--- config.mk ---
export PLATFORM = sky130hd
export DESIGN_NAME = pgpc_div
export DESIGN_NICKNAME = d
export VERILOG_FILES = /design/src/rtl/core/pgpc_pkg.sv /design/src/rtl/core/pgpc_div.sv
export SDC_FILE = /design/constraint.sdc
export NUM_CORES = 1
export LEC_CHECK = 0
export ABC_AREA = 1
export BUFFER_PORTS_ARGS = -buffer_cell sky130_fd_sc_hd__buf_4
export CAP_MARGIN = 0
export CORE_UTILIZATION = 54
export DETAILED_ROUTE_END_ITERATION = 8
export GPL_TIMING_DRIVEN = 0
export PLACE_DENSITY = 0.75
export SYNTH_ARGS = -nofsm -noshare
export SYNTH_HDL_FRONTEND = slang
export SYNTH_SLANG_ARGS = --single-unit
--- constraint.sdc ---
create_clock -name clk_i -period 3.43 [get_ports clk_i]
set_clock_uncertainty 0.05 [all_clocks]
set_input_delay 0.5145 -clock clk_i [delete_from_list [all_inputs] [get_ports clk_i]]
set_output_delay 0.5145 -clock clk_i [all_outputs]
set_load 0.01 [all_outputs]
--- src/rtl/core/pgpc_pkg.sv ---
// Shared constants and types for the prime-gcd pair counter.
package pgpc_pkg;

  // Largest limit the tables cover
  localparam int unsigned MaxValue   = 65536;
  // Width of a limit, an index or a quotient
  localparam int unsigned ValW       = 17;
  // Address width and depth of the per-value table
  localparam int unsigned NumDepth   = MaxValue + 1;
  localparam int unsigned NumAw      = $clog2(NumDepth);
  // Prime list: 6542 primes lie below MaxValue
  localparam int unsigned PrimeDepth = 8192;
  localparam int unsigned PrimeAw    = $clog2(PrimeDepth);
  // Width of the prefix sums and of the result
  localparam int unsigned GW         = 32;
  localparam int unsigned SumW       = 33;
  // Divider: two quotient bits per cycle over an even-padded dividend
  localparam int unsigned DivW       = ValW + 1;
  localparam int unsigned DivIter    = DivW / 2;
  localparam int unsigned DivCntW    = $clog2(DivIter + 1);

  // One entry of the per-value table: lowest prime factor, mu, and g or F
  typedef struct packed {
    logic [ValW-1:0]        lpf;
    logic signed [1:0]      mu;
    logic signed [GW-1:0]   g;
  } num_word_t;

endpackage

--- src/rtl/core/pgpc_div.sv ---
// Iterative unsigned divider, two restoring steps per cycle.
module pgpc_div (
  input  logic                      clk_i,
  input  logic                      rst_ni,
  input  logic                      start_i,
  input  logic [pgpc_pkg::ValW-1:0] dividend_i,
  input  logic [pgpc_pkg::ValW-1:0] divisor_i,
  output logic                      done_o,
  output logic [pgpc_pkg::ValW-1:0] quotient_o
);
  import pgpc_pkg::*;

  logic [ValW-1:0]    rem_q, rem_d;
  logic [DivW-1:0]    quo_q, quo_d;
  logic [ValW-1:0]    dvs_q;
  logic [DivCntW-1:0] cnt_q;
  logic               busy_q;
  logic               done_q;

  // Two dependent restoring steps
  always_comb begin
    logic [DivW-1:0] t;
    rem_d = rem_q;
    quo_d = quo_q;
    for (int s = 0; s < 2; s++) begin
      t     = {rem_d, quo_d[DivW-1]};
      quo_d = {quo_d[DivW-2:0], 1'b0};
      if (t >= {1'b0, dvs_q}) begin
        t        = t - {1'b0, dvs_q};
        quo_d[0] = 1'b1;
      end
      rem_d = t[ValW-1:0];
    end
  end

  // Load on start, advance while busy
  always_ff @(posedge clk_i or negedge rst_ni) begin
    if (!rst_ni) begin
      busy_q <= 1'b0;
      done_q <= 1'b0;
      cnt_q  <= '0;
    end else begin
      done_q <= 1'b0;
      if (start_i) begin
        busy_q <= 1'b1;
        cnt_q  <= DivCntW'(DivIter);
      end else if (busy_q) begin
        cnt_q <= cnt_q - 1'b1;
        if (cnt_q == DivCntW'(1)) begin
          busy_q <= 1'b0;
          done_q <= 1'b1;
        end
      end
    end
  end

  // Datapath registers
  always_ff @(posedge clk_i) begin
    if (start_i) begin
      rem_q <= '0;
      quo_q <= {1'b0, dividend_i};
      dvs_q <= divisor_i;
    end else if (busy_q) begin
      rem_q <= rem_d;
      quo_q <= quo_d;
    end
  end

  assign done_o     = done_q;
  assign quotient_o = quo_q[ValW-1:0];

endmodule

## Word-level counts from Yosys, hierarchy flattened

Cells that the tools add are included.

| word-level totals | value |
|---|---|
| word-level logic and storage cells | 28 |
| output and inout bits | 18 |
| input bits | 37 |
| register bits after elaboration | 58 |

| cells by class | value |
|---|---|
| multiplexer cells | 14 |
| eq/ne operators | 1 |
| reductions and logical operators | 1 |
| add/subtract/negate cells | 3 |
| magnitude comparators | 2 |

Operators by type and width:

| cell | count |
|---|---|
| 17-bit 2-to-1 mux | 4 |
| 18-bit by 17-bit greater-or-equal comparator with 1-bit output | 2 |
| 17-bit subtractor | 2 |
| 1-bit 2-to-1 mux | 8 |
| 4-bit 2-to-1 mux | 2 |
| 4-bit by 1-bit equality test with 1-bit output, second input constant | 1 |
| 4-bit by 1-bit subtractor with 4-bit output, second input constant | 1 |
| 2-bit nonzero test | 1 |

## Depth between registers and ports, before layout

Gate-level depths: netlist (run 1).

| logic depth | value |
|---|---|
| depth in word-level cells | 6 |
| depth in mapped cells | 30 |
| mapped depth without buffers | 29 |

## Worst setup path after synthesis (run 1)

Ideal clock, no wire load.

| timing path | value |
|---|---|
| path kind | flip-flop to flip-flop |
| start point | register quo_q[17] |
| end point | register quo_q[0], data pin |
| arrival time | 3.335 ns |
| library setup time | 0.152 ns |
| data required time | 3.228 ns |
| period minus slack after synthesis | 3.536 ns |
| stages on the path, launching flop included | 27 |
| path buffers | 3 |
| path slack | -0.106 ns |
| cell sequence | dfxtp_1 -> inv_1 -> ha_1 -> inv_1 -> fa_1 -> nand2_1 -> nand3_2 -> nand2_2 -> nand2_2 -> nand2_2 -> nand2_2 -> buf_2 -> o21ai_0 -> inv_1 -> ha_1 -> buf_2 -> nand2_1 -> nor2_1 -> nand2_1 -> nand3_1 -> nand2_1 -> nand2_1 -> nand2_1 -> a21oi_2 -> nor2_8 -> buf_8 -> a31oi_1 |

| on the way | value |
|---|---|
| cells in the longest elaborated chain, start to end | 6 |
| elaborated cells between the ends (all ways) | 7 |
| those cells by class | add/sub (1); order compare (2); mux (4) |

RTL lines:

| element | line | text |
|---|---|---|
| start, declared | pgpc_div.sv:14 | `logic [DivW-1:0] quo_q, quo_d;` |
| start signal, assigned | pgpc_div.sv:61 | `quo_q <= {1'b0, dividend_i};` |
| start signal, assigned | pgpc_div.sv:65 | `quo_q <= quo_d;` |
| 17-bit subtractor or 18-bit by 17-bit greater-or-equal comparator with 1-bit output (tied branches) | pgpc_div.sv:29, pgpc_div.sv:28 |  |
| 17-bit 2-to-1 mux * | pgpc_div.sv:28 | `if (t >= {1'b0, dvs_q}) begin` |
| 18-bit by 17-bit greater-or-equal comparator with 1-bit output * | pgpc_div.sv:28 |  |
| 1-bit 2-to-1 mux * | pgpc_div.sv:28 |  |
| 17-bit 2-to-1 mux * | pgpc_div.sv:63 | `end else if (busy_q) begin` |
| 17-bit 2-to-1 mux * | pgpc_div.sv:59 | `if (start_i) begin` |

Every way passes the cells marked *; elsewhere a longest branch is shown, timed or not. The select of a mux whose other input is x is not followed.
A chain may end at the register's enable or synchronous reset.

## Worst setup path in the final report (run 1)

| timing path | value |
|---|---|
| start point | register dvs_q[6] |
| end point | register rem_q[8] |

| on the way | value |
|---|---|
| cells in the longest elaborated chain, start to end | 4 |
| elaborated cells between the ends (all ways) | 6 |
| those cells by class | add/sub (2); order compare (2); mux (2) |

RTL lines:

| element | line | text |
|---|---|---|
| start, declared | pgpc_div.sv:15 | `logic [ValW-1:0] dvs_q;` |
| start signal, assigned | pgpc_div.sv:62 | `dvs_q <= divisor_i;` |
| 17-bit subtractor or 18-bit by 17-bit greater-or-equal comparator with 1-bit output (tied branches) | pgpc_div.sv:29, pgpc_div.sv:28 |  |
| 17-bit 2-to-1 mux | pgpc_div.sv:28 |  |
| 17-bit subtractor or 18-bit by 17-bit greater-or-equal comparator with 1-bit output (tied branches) | pgpc_div.sv:29, pgpc_div.sv:28 |  |
| 17-bit 2-to-1 mux * | pgpc_div.sv:28 |  |
| end signal, assigned | pgpc_div.sv:64 | `rem_q <= rem_d;` |
| end, declared | pgpc_div.sv:13 | `logic [ValW-1:0] rem_q, rem_d;` |

Every way passes the cells marked *; elsewhere a longest branch is shown, timed or not.

==> metrics, run 1 <==
dpl cell area=0.00533 mm^2; H-Tree Depth=3; outcome=finished with violations; Worst Tran Pin Value=1.04 ns; vias in the first global route=4665; largest net degree at the start of global routing=21; IO Count=55; total global-route track usage=32.2%; Initial Utilization=56.9%; post-route cell area=0.00691 mm^2; #FFs+latches synth=58; CP required=3.66 ns; DRT antenna net count=0; global-route wire length before repair=22300 um; Syn Std Cell Area=0.00477 mm^2; Final Critical Period=3.81 ns; Die Ht=96.0 um; final setup margin=-0.377 ns; launch point of the worst path=dvs_q[6]; clock tree buffer depth=2; mean area per synthesized cell=6.96 um^2; initial antenna violation count=0; vias per cell=5.81; most frequent cells in the layout=194 x nand2_1, 110 x buf_4, 70 x inv_1; Synth top area share=21.4%; CTS clk-pin slew, worst paths=0.08 ns; Multi-input gate area=0.00360 mm^2; DR pass1 iterations=5; layout cells sized above 1=40.7%; Critical Path End Type=register; PortBufs=54; R2R Path End=rem_q[8]; final hold vios=0; Vias=5271; CP Class=register to register; register area=0.00153 mm^2; DR iter-0 viols=586; DRC violations left=0; remaining global-route overflow=0; failing checks=negative setup slack; Seq/Total Area, Yosys=32.1%; final core area utilization=82.5%; filler instances=501; final setup fails=18; Synth cell types=37; synth warn=0; Setup WS pre-CTS=-0.672 ns; HP Class=primary input to register; f_max=263 MHz; ranking of synthesized cells by area=edfxtp_1 21%, nand2_1 19%, ha_1 9.4%; Max Transition Viols Final=0; fin nets=873; root buf cell=clkbuf_8; Final HPWL DP=9640 um; cells on worst reg2reg path=27; total core area=0.00838 mm^2; Sinks on Clock Net=58; post-synthesis cell count=685; clk_lat worst skew=0.36 ns; row cnt=33; worst setup path endpoint=rem_q[8]; Worst slew margin=30.2%; RSZ-0062 raised after global routing=true; Max-Cap Viols=0; Arr. time, crit path=4.04 ns; ratio of final minimum period to clock period=111%; CP Max Fanout=10; Die Width=96.0 um; TritonCTS Buffers=9; Synth area leader=edfxtp_1; most common cell after layout, fill and taps aside=nand2_1; ANT cells=0; Post-Syn Nets=760; layout overhead on the synthesized area=44.9%; routed length per placed instance=18.7 um; Routed Wire Length=17000 um; die area=0.00922 mm^2; RePlAce Congestion=0.935; Setup crit start kind=register; r2r setup slk=-0.38 ns; worst r2r src=dvs_q[6]; CTS tree=yes
-- cells by family after synthesis --
kind of cell               count (synthesis)  share of synthesized area (%)
adders and majority gates                 38                           10.3
AOI/OAI and AO/OA                         57                           6.53
buffers and inverters                    131                           12.5
DFF                                       58                           32.1
and+or+nand+nor                          381                           34.9
xor gates and xnor gates                  20                           3.67
-- registers in the layout, summed over array words and instances (netlist names) --
name / count
busy_q: 1
cnt_q: 4
dvs_q: 17
quo_q: 18
done_o: 1
rem_q: 17
-- per-stage QoR --
| stage | cells | hold WS (ns) | setup TNS (ns) |
|---|---|---|---|
| after floorplan | 685 | 0.169 | 0 |
| after global placement | 844 | 0.277 | -9.19 |
| after detailed placement | 844 | 0.278 | -10.42 |
| after CTS | 882 | 0.287 | -1.55 |
| after global routing | 908 | 0.275 | -7.65 |
| final | 908 | 0.281 | -5.45 |
-- what timing repair did --
item,CTS,global route
pin swaps,27,60
endpoints found under the hold margin,6,0
cloned,2,1
buffers inserted,19,25
gates resized for setup,118,107
setup endpoints to repair,18,18
hold buffers,1,0
-- layout make-up --
type | count | area share, %
Buffer | 31 | 3.62
Clock buffer | 12 | 1.96
Clock inverter | 4 | 0.652
Inverter | 100 | 5.54
Multi-Input combinational cell | 496 | 52.0
Sequential cell | 58 | 22.2
Tap cell | 105 | 1.90
Timing Repair Buffer | 102 | 12.1
-- worst min path at each step --
stage	startpoint	depth (start not counted)	slack, ns	endpoint
after floorplan	rst_ni	0	0.17	busy_q
after global placement	rst_ni	1	0.28	busy_q
after detailed placement	rst_ni	1	0.28	done_o
after CTS	divisor_i[3]	1	0.29	dvs_q[3]
after global routing	divisor_i[0]	1	0.28	dvs_q[0]
final	divisor_i[4]	1	0.28	dvs_q[4]
-- cell usage after synthesis, drive strengths merged --
library cell  instances
buf                  27
nand4                 1
nor4                  1
dfrtp                 6
nand2               256
a21oi                25
edfxtp               34
and2                  2
fa                    2
or2                   2
o22ai                 1
o21ai                22
a21o                  2
dfxtp                18
nor2                 39
xnor2                14
ha                   36
nand3                62
inv                 100
clkbuf                4
a31oi                 4
xor2                  6
o21bai                3
nand3b               12
nor3                  6
-- layer usage --
metal / vias to the layer above / track usage, % / part of all wire (%)
met2: 329 / 53.5 / 47
met4: 0 / 14.9 / 5.4
met5: - / 0 / 0
li1: 2392 / - / -
met3: 96 / 6.64 / 7.6
met1: 2454 / 40.1 / 40
-- critical path, stage by stage (launching register included) --
cell      delay (ns)
edfxtp_1        0.35
inv_1           0.14
ha_4            0.33
nand2_2         0.10
nor2_1          0.14
nand3_1         0.11
nor2_1          0.14
nor2_2          0.07
buf_4           0.15
nand2_8         0.11
buf_16          0.13
nand2_1         0.09
o21ai_4         0.10
inv_1           0.09
ha_4            0.31
nand2_4         0.07
nor2_1          0.10
nand2_1         0.10
nand3_4         0.10
nand2_2         0.06
nand2_2         0.10
nand2_4         0.07
a21oi_4         0.19
nor2_8          0.06
buf_8           0.15
nand3_1         0.08
nand3_1         0.12
nand2_1         0.11
Power of run 1 is left out: the tool's default activity adds up to more than one toggle a clock period on the data nets, which glitch-free logic cannot reach.
==> run 2: changes to the inputs <==
--- a/config.mk
+++ b/config.mk
@@ -8,10 +8,11 @@
 export ABC_AREA = 1
 export BUFFER_PORTS_ARGS = -buffer_cell sky130_fd_sc_hd__buf_4
 export CAP_MARGIN = 0
-export CORE_UTILIZATION = 54
+export CORE_UTILIZATION = 28
 export DETAILED_ROUTE_END_ITERATION = 8
 export GPL_TIMING_DRIVEN = 0
-export PLACE_DENSITY = 0.75
+export PLACE_DENSITY = 0.43
+export SLEW_MARGIN = 25
 export SYNTH_ARGS = -nofsm -noshare
 export SYNTH_HDL_FRONTEND = slang
 export SYNTH_SLANG_ARGS = --single-unit
==> metrics, run 2 (synthesized netlist as in run 1, its figures left out) <==
Initial Utilization=28.8% (-28 points); Critical Path End Type=register; ratio of final minimum period to clock period=106% (-5.4 points); CP Max Fanout=6 (-4); CTS tree=yes; HP Class=primary input to register; H-Tree Depth=3 (unchanged); worst setup path endpoint=rem_q[5]; clk_lat worst skew=0.34 ns (-0.02 ns); biggest regs=quo_q (18), dvs_q (17), rem_q (17); DR pass1 iterations=5 (unchanged); die area=0.0176 mm^2 (+91%); ANT cells=0 (unchanged); final setup TNS=-2.86 ns (+2.58 ns); cells on worst reg2reg path=26 (-3.7%); vias per cell=4.59 (-21%); Setup WS pre-CTS=-0.810 ns (-0.138 ns); R2R Path End=rem_q[5]; r2r setup slk=-0.19 ns (+0.19 ns); CP Class=register to register; final setup margin=-0.191 ns (+0.186 ns); routed length per placed instance=14.6 um (-22%); RePlAce Congestion=0.837 (-10%); DR iter-0 viols=304 (-48%); DRC violations left=0 (unchanged); remaining global-route overflow=0 (unchanged); clock tree buffer depth=2 (unchanged); Routed Wire Length=14900 um (-12%); filler instances=1681 (+240%); largest net degree at the start of global routing=21 (unchanged); Die Ht=133 um (+38%); vias in the first global route=4635 (-0.64%); max reg flops=18 (unchanged); DRT antenna net count=0 (unchanged); Vias=4665 (-11%); IO Count=55 (unchanged); layout cells sized above 1=40.4% (-0.32 points); Hold WS=0.302 ns (+0.0209 ns); Arr. time, crit path=3.84 ns (-0.20 ns); fin nets=867 (-0.69%); global-route wire length before repair=23500 um (+5.6%); post-route cell area=0.00721 mm^2 (+4.3%); outcome=finished with violations; PortBufs=54 (unchanged); Final Critical Period=3.62 ns (-0.186 ns); Worst Tran Pin Value=0.932 ns (-0.111 ns); Die Width=133 um (+38%); total core area=0.0166 mm^2 (+98%); worst r2r src=dvs_q[0]; Worst path slowest cell=edfxtp_1; dpl cell area=0.00548 mm^2 (+2.7%); f_max=276 MHz (+5.1%); RSZ-0062 raised after global routing=true; Setup crit start kind=register; Max Transition Viols Final=0 (unchanged); layout overhead on the synthesized area=51.1%; total global-route track usage=17.0% (-15 points); launch point of the worst path=dvs_q[0]; root buf cell=clkbuf_16; initial antenna violation count=0 (unchanged); TritonCTS Buffers=9 (unchanged); CTS clk-pin slew, worst paths=0.06 ns (-0.02 ns); final setup fails=18 (unchanged); Sinks on Clock Net=58 (unchanged); Final HPWL DP=10900 um (+13%); Top reg by flops=quo_q; Max-Cap Viols=0 (unchanged); failing checks=negative setup slack; Worst slew margin=37.6% (+7.4 points); most frequent cells in the layout=197 x nand2_1, 105 x buf_4, 72 x inv_1; row cnt=47 (+42%); final hold vios=0 (unchanged); max incr delay on CP=0.41 ns (+0.06 ns); CP most frequent cell=nand2_2; CP required=3.65 ns (about the same); most common cell after layout, fill and taps aside=nand2_1
[run 2: stage by stage]
stage / std cells / util, %
global placement: 959 / 33.0
finish: 1017 / 43.5
CTS: 1000 / 39.4
floorplan: 685 / -
global route: 1017 / 43.5
detailed placement: 959 / 33.0
[run 2: final cells by class]
cell class | count | area (um^2) | area share (%)
Tap cell | 220 | 275 | 3.82
Clock buffer | 12 | 267 | 3.70
Clock inverter | 4 | 72.6 | 1.01
Inverter | 100 | 378 | 5.24
Timing Repair Buffer | 97 | 825 | 11.4
Buffer | 30 | 244 | 3.38
Multi-Input combinational cell | 496 | 3610 | 50.1
Sequential cell | 58 | 1530 | 21.3
[run 2: worst min path at each step]
stage / end / startpoint / cells past startpoint / slack, ns
after floorplan: busy_q / rst_ni / 0 / 0.17
after global placement: cnt_q[3] / rst_ni / 1 / 0.28
after detailed placement: done_o / rst_ni / 1 / 0.28
after CTS: dvs_q[2] / divisor_i[2] / 1 / 0.29
after global routing: dvs_q[4] / divisor_i[4] / 1 / 0.29
final: dvs_q[4] / divisor_i[4] / 1 / 0.30
[run 2: layer usage]
metal	routed length, um	vias to the layer above	GRT usage [%]
met4	187	0	4.98
met1	6770	2163	21.9
li1	-	2379	-
met5	0	-	0
met2	7260	110	28.8
met3	682	13	2.99
[run 2: timing repair]
item | CTS | global route
setup endpoints to repair | 18 | 18
hold buffers | 1 | 0
resized for setup | 99 | 125
gates cloned | 3 | 1
pin swaps | 27 | 56
buffers inserted | 21 | 17
hold endpoints to repair | 6 | 0
[run 2: critical path, delay by kind of cell, from the launching register on]
family	cells	cell delay, ns
adders and majority gates	3	0.94
AOI/OAI and AO/OA	1	0.17
buffers and inverters	5	0.56
DFF	1	0.41
and+or+nand+nor	17	1.40
Power of run 2 is left out for the same reason.
