[src/rtl/core/pgpc_ram.sv]
// Generic single-write, single-read RAM with registered read data.
module pgpc_ram #(
  parameter int unsigned Width = 8,
  parameter int unsigned Depth = 16
) (
  input  logic                     clk_i,
  input  logic                     we_i,
  input  logic [$clog2(Depth)-1:0] waddr_i,
  input  logic [Width-1:0]         wdata_i,
  input  logic [$clog2(Depth)-1:0] raddr_i,
  output logic [Width-1:0]         rdata_o
);

  logic [Width-1:0] mem_q [Depth];

  // Write on request, register every read
  always_ff @(posedge clk_i) begin
    if (we_i) begin
      mem_q[waddr_i] <= wdata_i;
    end
    rdata_o <= mem_q[raddr_i];
  end

endmodule

[config.mk]
export PLATFORM = sky130hd
export DESIGN_NAME = pgpc_ram
export DESIGN_NICKNAME = d
export VERILOG_FILES = /design/src/rtl/core/pgpc_ram.sv
export SDC_FILE = /design/constraint.sdc
export NUM_CORES = 1
export LEC_CHECK = 0
export BUFFER_PORTS_ARGS = -buffer_cell sky130_fd_sc_hd__clkbuf_2
export CORE_UTILIZATION = 40
export CTS_BUF_LIST = sky130_fd_sc_hd__clkbuf_4
export DETAILED_ROUTE_END_ITERATION = 10
export GPL_ROUTABILITY_DRIVEN = 0
export PLACE_DENSITY = 0.64
export SLEW_MARGIN = 40
export SYNTH_ARGS = -nofsm -noshare
export SYNTH_HDL_FRONTEND = slang
export SYNTH_SLANG_ARGS = --single-unit
[constraint.sdc]
create_clock -name clk_i -period 2.3 [get_ports clk_i]
set_input_delay 0.46 -clock clk_i [delete_from_list [all_inputs] [get_ports clk_i]]
set_output_delay 0.46 -clock clk_i [all_outputs]
set_load 0.02 [all_outputs]
# ---- Yosys cells after proc, flatten, opt, wreduce, memory -nomap -nowiden
# Memories as Yosys holds them, arrays and structs flattened. A register that Yosys moved wholly into a read port is not among the register bits.
# Cells that the tools add are included.
dict set report op_classes {
  n_mux 2
}
# operator n
set ops {}
lappend ops {{2-to-1 mux 1 bit} 2}
dict set report word_totals {
  mem_count 1
  ram_bits 128
  out_inout_bits 8
  ff_bits 0
  elab_cells 3
  in_bits 18
}
# memory words width rd rd_clocked_by_memory_dff wr line_no
set mem_list {}
lappend mem_list {mem_q 16 8 1 1 1 14} ;# logic [Width-1:0] mem_q [Depth];

# ---- Depth between registers and ports, before layout
# Gate-level depths: netlist (run 1).
dict set report depth {
  ltp_word 2
  ltp_mapped 5
  mapped_depth_nobuf 3
}

# ---- Worst setup path before layout (run 1)
# Ideal clock, no wire load.
dict set report synth_path {
  path_type {in2reg}
  from {input port waddr_i[2]}
  to {memory mem_q[0][0] (enable)}
  path_slack_ns 0.347
  t_arrival_ns 1.570
  path_stages 2
  path_buffers 0
  setup_ns 0.383
  required_time_ns 1.917
  cell_sequence {or3b_2 nor3_1}
}
# item line_no
set synth_lines {}
lappend synth_lines {{start: declaration} 8} ;# input logic [$clog2(Depth)-1:0] waddr_i,
lappend synth_lines {{end: declaration} 14}
# No word-level cell before the write port.

# ---- Worst setup path in the final report (run 1)
dict set report layout_path {
  from {register rdata_o[6] (read register of mem_q)}
  to {output port rdata_o[6]}
}
# item line_no
set layout_lines {}
lappend layout_lines {{start: declaration} 11} ;# output logic [Width-1:0] rdata_o
# No word-level cell between the ends.

==> insert_results.sql, run 1 <==
INSERT INTO impl_metrics (metric_group, metric, value, unit) VALUES
('outcome', 'outcome', 'completed', ''),
('cts', 'cts.repair_timing.setup_buffer_count', '0', ''),
('floorplanning', 'num_io_pins', '26', ''),
('job', 'max_cap_violations', '0', ''),
('detailed_routing', 'drtIter0Drc', '152', ''),
('sta', 'fin_tns_setup', '0', 'ns'),
('detailed_routing', 'via_per_inst', '5.17', ''),
('worst_setup_path', 'reg2reg_setup_slack', '0.96', 'ns'),
('sta', 'timing.final.max_slew_violations', '0', ''),
('min_path', 'hold_path_end', 'mem_q[11][2]$_DFFE_PP_', ''),
('worst_setup_path', 'crit_path_max_fanout', '1', ''),
('floorplanning', 'floorplan.die_area', '13300', 'um^2'),
('cells_and_area', 'final_area', '5910', 'um^2'),
('sta', 'final.hold.worst_slack', '0.351', 'ns'),
('pwr', 'clock_power_share', '37.1', '%'),
('min_path', 'min_path_type', 'in2reg', ''),
('sta', 'rsz0062_at_grt', 'false', ''),
('detailed_routing', 'drtAntennaViolNets', '0', ''),
('logic_synthesis', 'sequential_element_share_of_the_synthesized_area', '77.8', '%'),
('cts', 'cts_max_path_buffers', '2', ''),
('global_route', 'globalRouteTotalUtil', '16.3', '%'),
('cts', 'cts.repair.resized', '0', ''),
('floorplanning', 'die_height', '115', 'um'),
('placed_design', 'post_dp_cell_area', '5570', 'um^2'),
('worst_setup_path', 'worst_r2r_startpoint', 'mem_q[5][3]$_DFFE_PP_', ''),
('sta', 'final_period_minus_worst_setup_slack', '1.56', 'ns'),
('worst_setup_path', 'maximum_cell_stage_delay_along_the_critical_path', '0.39', 'ns'),
('cts', 'cts.root.buffer_cell', 'clkbuf_4', ''),
('logic_synthesis', 'synth_top_cell_by_area', 'edfxtp_1', ''),
('detailed_routing', 'drt_pre_antenna_iters', '4', ''),
('pwr', 'net-switching-power', '969', 'uW'),
('placed_design', 'dp.final_hpwl', '6130', 'um'),
('worst_setup_path', 'worst_ep_required_time', '1.84', 'ns'),
('cts', 'htree_num_levels', '4', ''),
('global_route', 'grt_pass1_vias', '2593', ''),
('worst_setup_path', 'worst_r2r_path_cells', '3', ''),
('cts', 'cts_tree', 'done', ''),
('sta', 'final.setup_skew', '0.0167', 'ns'),
('cells_and_area', 'antenna-diode-count', '0', ''),
('sta', 'final_setup_vio_count', '0', ''),
('detailed_routing', 'drcViolationCount', '0', ''),
('placed_design', 'port-buffer-count', '25', ''),
('sta', 'max_slew_margin', '56.9', '%'),
('logic_synthesis', 'synthTopCellsByArea', 'edfxtp_1, mux4_2, mux4_1, dfxtp_1, a22oi_1', ''),
('logic_synthesis', 'synth_area_per_cell', '22.5', 'um^2'),
('floorplanning', 'start_util', '41.0', '%'),
('floorplanning', 'die_boundary_width', '115', 'um'),
('logic_synthesis', 'synth_ff_type', 'edfxtp_1', ''),
('sta', 'achievable-frequency', '640', 'MHz'),
('worst_setup_path', 'critical_path.cell_chain', 'clkbuf_2', ''),
('pwr', 'p_comb_share', '5.5', '%'),
('cts', 'cts_sinks', '136', ''),
('pwr', 'power.switching_fraction', '20.0', '%'),
('sta', 'worst-slew-pin-transition', '0.644', 'ns'),
('pwr', 'power-per-cell-area', '821', 'nW/um^2'),
('logic_synthesis', 'synthDistinctLibCells', '19', ''),
('cells_and_area', 'final_net_count', '302', ''),
('cts', 'tritoncts.num_buffers', '17', ''),
('cts', 'clk_pin_slew_worst_paths', '0.12', 'ns'),
('pwr', 'leakage_dissipation', '1.99', 'nW'),
('cts', 'cts_hold_repair.buffers', '0', ''),
('pwr', 'power_report.internal_total', '3.88', 'mW'),
('logic_synthesis', 'synth_top_cell_area_share', '74.7', '%'),
('worst_setup_path', 'timing.critical_path.from_type', 'register', ''),
('global_route', 'globalRoute.totalOverflow', '0', ''),
('worst_setup_path', 'cp-end-kind', 'output pin', ''),
('logic_synthesis', 'synthArstFlopShare', '0', '%'),
('logic_synthesis', 'synth.top_cells.by_count', 'edfxtp_1, mux4_2, a22oi_1, mux4_1, nor2_1', ''),
('worst_setup_path', 'class_of_the_most_critical_setup_path', 'reg2out', ''),
('sta', 'report.final.hold_viol_count', '0', ''),
('logic_synthesis', 'synth-edff-count', '128', '');
[cell usage in the layout (no fill, tap or decap)]
cell type / synthesis / final
edfxtp_1: 128 / 128
clkbuf_2: 0 / 25
clkbuf_4: 0 / 21
buf_4: 1 / 20
mux4_2: 18 / 18
a22oi_1: 16 / 16
mux4_1: 14 / 14
nor2_1: 13 / 13
nand2_1: 9 / 9
dfxtp_1: 8 / 8
bufinv_16: 0 / 5
nor3_1: 4 / 4
clkinv_1: 0 / 4
nand3b_1: 2 / 2
nand2b_1: 2 / 2
nor2b_1: 1 / 1
and2_1: 1 / 1
and2b_1: 1 / 1
nand3_1: 1 / 1
or3b_2: 1 / 1
clkinvlp_4: 0 / 1
clkinv_2: 0 / 1
buf_12: 0 / 1
[worst max-delay path by stage]
stage / start / to / slack (ns) / cells past startpoint
after detailed placement: raddr_i[0] / rdata_o[3]$_DFF_P_ / 0.36 / 5
after global placement: raddr_i[0] / rdata_o[3]$_DFF_P_ / 0.38 / 5
after floorplan: waddr_i[2] / mem_q[0][0]$_DFFE_PP_ / 0.35 / 2
after global routing: rdata_o[6]$_DFF_P_ / rdata_o[6] / 0.65 / 1
final: rdata_o[6]$_DFF_P_ / rdata_o[6] / 0.74 / 1
after CTS: rdata_o[6]$_DFF_P_ / rdata_o[6] / 0.65 / 1
[through the flow]
step	setup WS, ns	util, %	instances	power (mW)
final	0.737	47.0	469	4.85
after CTS	0.653	47.0	469	4.91
after global routing	0.652	47.0	469	5.02
after global placement	0.377	44.3	437	3.11
after detailed placement	0.365	44.3	437	3.11
after floorplan	0.347	-	229	3.00
[sequential cells by signal, indices dropped and copies added (netlist names)]
register / cells
rdata_o: 8
mem_q: 128
[power groups by stage]
stage / logic [mW] / clock network [mW] / registers, mW
2_1_floorplan: 0.141 / 0 / 2.85
3_3_place_gp: 0.267 / 0 / 2.84
3_5_place_dp: 0.274 / 0 / 2.84
4_1_cts: 0.274 / 1.86 / 2.78
5_1_grt: 0.291 / 1.94 / 2.79
6_report: 0.267 / 1.80 / 2.78
[routing by layer]
layer  global-route usage (%)  share of wire [%]  vias to the layer above
met2                     26.8                 52                       63
met5                        0                  0                        -
met1                     20.2                 42                     1260
met4                     8.05                1.9                        0
li1                         -                  -                     1086
met3                     3.97                4.0                       15
[final cells by class]
cell class                 count  area, um^2  area share, %
sequential                   136        4000           67.8
multi-input combinational     83        1060           17.9
timing repair buffer          46         295           5.00
tap                          172         215           3.64
clock inverter                11         178           3.01
clock buffer                  21         158           2.67
[kinds of logic (layout without fill, tap and decap cells)]
family / after synthesis / in the layout / share of synthesized area [%]
compound gates: 16 / 16 / 2.33
mux: 32 / 32 / 15.0
simple gates: 35 / 35 / 3.18
flops: 136 / 136 / 77.8
buf+inv: 10 / 78 / 1.68
Power figures use the tool's default switching activity.
==> run 2: changes to the inputs <==
--- a/config.mk
+++ b/config.mk
@@ -5,12 +5,13 @@
 export SDC_FILE = /design/constraint.sdc
 export NUM_CORES = 1
 export LEC_CHECK = 0
+export ABC_AREA = 1
 export BUFFER_PORTS_ARGS = -buffer_cell sky130_fd_sc_hd__clkbuf_2
 export CORE_UTILIZATION = 40
 export CTS_BUF_LIST = sky130_fd_sc_hd__clkbuf_4
 export DETAILED_ROUTE_END_ITERATION = 10
 export GPL_ROUTABILITY_DRIVEN = 0
-export PLACE_DENSITY = 0.64
+export PLACE_DENSITY = 0.66
 export SLEW_MARGIN = 40
 export SYNTH_ARGS = -nofsm -noshare
 export SYNTH_HDL_FRONTEND = slang
==> constraint.sdc (replaced) <==
create_clock -name clk_i -period 1.3 [get_ports clk_i]
set_input_delay 0.26 -clock clk_i [delete_from_list [all_inputs] [get_ports clk_i]]
set_output_delay 0.26 -clock clk_i [all_outputs]
set_load 0.02 [all_outputs]
==> run 2 against run 1 <==
Net effect:
- non-clock buffer count is 8 higher
- largest power group unchanged
- critical endpoint is now rdata_o[5]
- final cell count rose by 69%
- largest cell class unchanged
- sequential power rose by 78%
==> insert_results.sql, run 2 <==
INSERT INTO impl_metrics (metric_group, metric, value, unit) VALUES
('min_path', 'hold_depth', '1', ''),
('sta', 'final.period_utilization', '98.6', '%'),
('worst_setup_path', 'maximum_cell_stage_delay_along_the_critical_path', '0.38', 'ns'),
('detailed_routing', 'dr_wl_cell', '15.5', 'um'),
('logic_synthesis', 'synth_top_cell_by_area', 'edfxtp_1', ''),
('placed_design', 'post_dp_cell_area', '6180', 'um^2'),
('logic_synthesis', 'syn_nets', '569', ''),
('sta', 'achievable-frequency', '780', 'MHz'),
('worst_setup_path', 'worst_ep_required_time', '1.04', 'ns'),
('detailed_routing', 'via_count', '3909', ''),
('cells_and_area', 'flip_flop_count_of_the_largest_register_all_copies_and_words_added', '128', ''),
('cells_and_area', 'area_growth_syn_to_layout', '13.8', '%'),
('cells_and_area', 'utilization', '46.9', '%'),
('cts', 'tritoncts.num_buffers', '17', ''),
('cells_and_area', 'mostFrequentLayoutCells', 'nand2_1, edfxtp_1, inv_1', ''),
('job', 'max_cap_violations', '0', ''),
('logic_synthesis', 'ffs_latches_synth', '136', ''),
('logic_synthesis', 'synth_warnings', '0', ''),
('cells_and_area', 'mostFrequentLayoutCell', 'nand2_1', ''),
('logic_synthesis', 'synth_ff_type', 'edfxtp_1', ''),
('global_route', 'globalRouteTotalUtil', '18.0', '%'),
('logic_synthesis', 'yosysMostFrequentCell', 'nand2_1', ''),
('cts', 'cts_tree', 'done', ''),
('worst_setup_path', 'class_of_the_most_critical_setup_path', 'reg2out', ''),
('floorplanning', 'num_io_pins', '26', ''),
('min_path', 'min_path_type', 'in2reg', ''),
('worst_setup_path', 'reg2reg_setup_slack', '0.32', 'ns'),
('global_route', 'globalRoute.totalOverflow', '0', ''),
('cts', 'cts_sinks', '136', ''),
('worst_setup_path', 'worstSetupStartpoint', 'rdata_o[5]$_DFF_P_', ''),
('worst_setup_path', 'path_depth', '1', ''),
('floorplanning', 'floorplan.die_area', '14900', 'um^2'),
('sta', 'final.setup_skew', '0.00807', 'ns'),
('pwr', 'power-per-cell-area', '1290', 'nW/um^2'),
('detailed_routing', 'drt_pre_antenna_iters', '5', ''),
('sta', 'fin_tns_setup', '0', 'ns'),
('sta', 'max_slew_margin', '73.5', '%'),
('logic_synthesis', 'post_synth_inst_count', '551', ''),
('logic_synthesis', 'sequential_element_share_of_the_synthesized_area', '69.4', '%'),
('cells_and_area', 'post_route_cells_drive_above_1_share', '15.3', '%'),
('worst_setup_path', 'cp-end-kind', 'output pin', ''),
('worst_setup_path', 'timing.critical_path.from_type', 'register', ''),
('pwr', 'vdd.ir_drop.worst', '0.711', 'mV'),
('cts', 'cts_max_path_buffers', '2', ''),
('global_route', 'antenna_found_initial', '0', ''),
('worst_setup_path', 'worst_r2r_startpoint', 'mem_q[5][0]$_DFFE_PP_', ''),
('cells_and_area', 'antenna-diode-count', '0', ''),
('global_route', 'grt_start_max_net_pins', '29', ''),
('cts', 'cts.repair.resized', '24', ''),
('cells_and_area', 'largest_registers', 'mem_q: 128 flops, rdata_o: 8 flops', ''),
('sta', 'worst-slew-pin-transition', '0.398', 'ns'),
('floorplanning', 'core_outline_area', '14000', 'um^2'),
('sta', 'report.final.hold_viol_count', '0', ''),
('sta', 'rsz0062_at_grt', 'true', ''),
('cts', 'worst_skew_late_latency', '0.52', 'ns'),
('logic_synthesis', 'synthDistinctLibCells', '12', ''),
('floorplanning', 'die_height', '122', 'um'),
('worst_setup_path', 'cp_top_family', 'flip-flops', ''),
('global_route', 'wire_length_of_the_first_global_routing_pass', '19400', 'um'),
('worst_setup_path', 'critical_path.cell_chain', 'buf_8', ''),
('cts', 'clk_pin_slew_worst_paths', '0.11', 'ns'),
('logic_synthesis', 'synth_top_cell_area_share', '66.7', '%'),
('min_path', 'min-delay-start', 'wdata_i[1]', ''),
('detailed_routing', 'drtAntennaViolNets', '0', ''),
('logic_synthesis', 'synth_area', '5770', 'um^2'),
('detailed_routing', 'drt_wl_total', '12300', 'um'),
('sta', 'final_setup_vio_count', '0', ''),
('detailed_routing', 'drcViolationCount', '0', ''),
('worst_setup_path', 'cp_data_arrival_time', '1.02', 'ns'),
('floorplanning', 'start_util', '41.2', '%'),
('floorplanning', 'die_boundary_width', '122', 'um'),
('cells_and_area', 'top_register', 'mem_q', ''),
('logic_synthesis', 'synthArstFlopShare', '0', '%'),
('cts', 'cts_hold_repair.buffers', '0', ''),
('logic_synthesis', 'synth_area_per_cell', '10.5', 'um^2'),
('worst_setup_path', 'critical_path_top_delay_cell', 'dfxtp_2', ''),
('logic_synthesis', 'synth.top_cells.by_count', 'nand2_1, edfxtp_1, inv_1, nand3_1, nor2_1', ''),
('floorplanning', 'std_cell_rows', '43', ''),
('sta', 'timing.final.max_slew_violations', '0', ''),
('cts', 'cts.root.buffer_cell', 'clkbuf_4', ''),
('detailed_routing', 'drtIter0Drc', '313', ''),
('cells_and_area', 'final_area', '6560', 'um^2'),
('placed_design', 'dp.final_hpwl', '7920', 'um'),
('worst_setup_path', 'worst_r2r_path_cells', '6', ''),
('sta', 'final.hold.worst_slack', '0.173', 'ns'),
('pwr', 'post-layout-total-power', '8.44', 'mW'),
('logic_synthesis', 'synthTopCellsByArea', 'edfxtp_1, nand2_1, nand3_1, inv_1, dfxtp_1', ''),
('worst_setup_path', 'crit_path_max_fanout', '1', ''),
('outcome', 'outcome', 'completed', ''),
('cells_and_area', 'final_net_count', '618', ''),
('pwr', 'leakage_dissipation', '2.84', 'nW'),
('logic_synthesis', 'synth-edff-count', '128', ''),
('sta', 'final_period_minus_worst_setup_slack', '1.28', 'ns'),
('cts', 'htree_num_levels', '4', ''),
('placed_design', 'port-buffer-count', '25', ''),
('detailed_routing', 'via_per_inst', '4.93', ''),
('worst_setup_path', 'cp_buf_inv_count', '1', ''),
('global_route', 'grt_pass1_vias', '3820', ''),
('cts', 'cts.repair_timing.setup_buffer_count', '0', '');
run 2: cell count changes in the layout (fill, tap and decap cells not counted), sizes merged, moves of 11 or more:
cell | before | now
nand3 | 1 | 97
a22oi | 16 | 0
mux4 | 32 | 0
buf | 21 | 37
clkbuf | 46 | 35
inv | 0 | 102
nand2 | 9 | 173
run 2: per-layer routing:
metal | vias up | wire, um | global-route usage, %
met5 | - | 0 | 0
met4 | 0 | 279 | 8.84
li1 | 1874 | - | -
met2 | 136 | 6120 | 28.7
met3 | 26 | 725 | 3.89
met1 | 1873 | 5180 | 23.2
run 2: through the flow:
step	setup slack [ns]	std cells
global placement	0.0301	761
finish	0.0178	793
global route	-0.0300	793
floorplan	0.0892	551
CTS	-0.0474	793
detailed placement	-0.0109	761
run 2: cell families after synthesis:
logic type | count (synthesis) | share of synthesized area (%)
flops | 136 | 69.4
simple gates | 289 | 21.0
buf+inv | 126 | 9.52
run 2: cell type report:
class,instances,area (um^2)
Multi-Input combinational cell,289,1210
Fill cell,1279,7420
Tap cell,180,225
Sequential cell,136,4010
Clock buffer,18,135
Clock inverter,14,158
Inverter,102,383
Timing Repair Buffer,54,435
run 2: report_power, final:
| part | internal (mW) | total (mW) | switching (mW) |
|---|---|---|---|
| Combinational | 0.243 | 0.677 | 0.435 |
| Clock | 1.33 | 2.82 | 1.50 |
| Sequential | 4.90 | 4.94 | 0.0418 |
| Total | 6.47 | 8.44 | 1.97 |
run 2: final timing paths:
check | to
max reg2reg | rdata_o[0]$_DFF_P_
min reg2reg | rdata_o[4]$_DFF_P_
max | rdata_o[5]
min | mem_q[9][1]$_DFFE_PP_
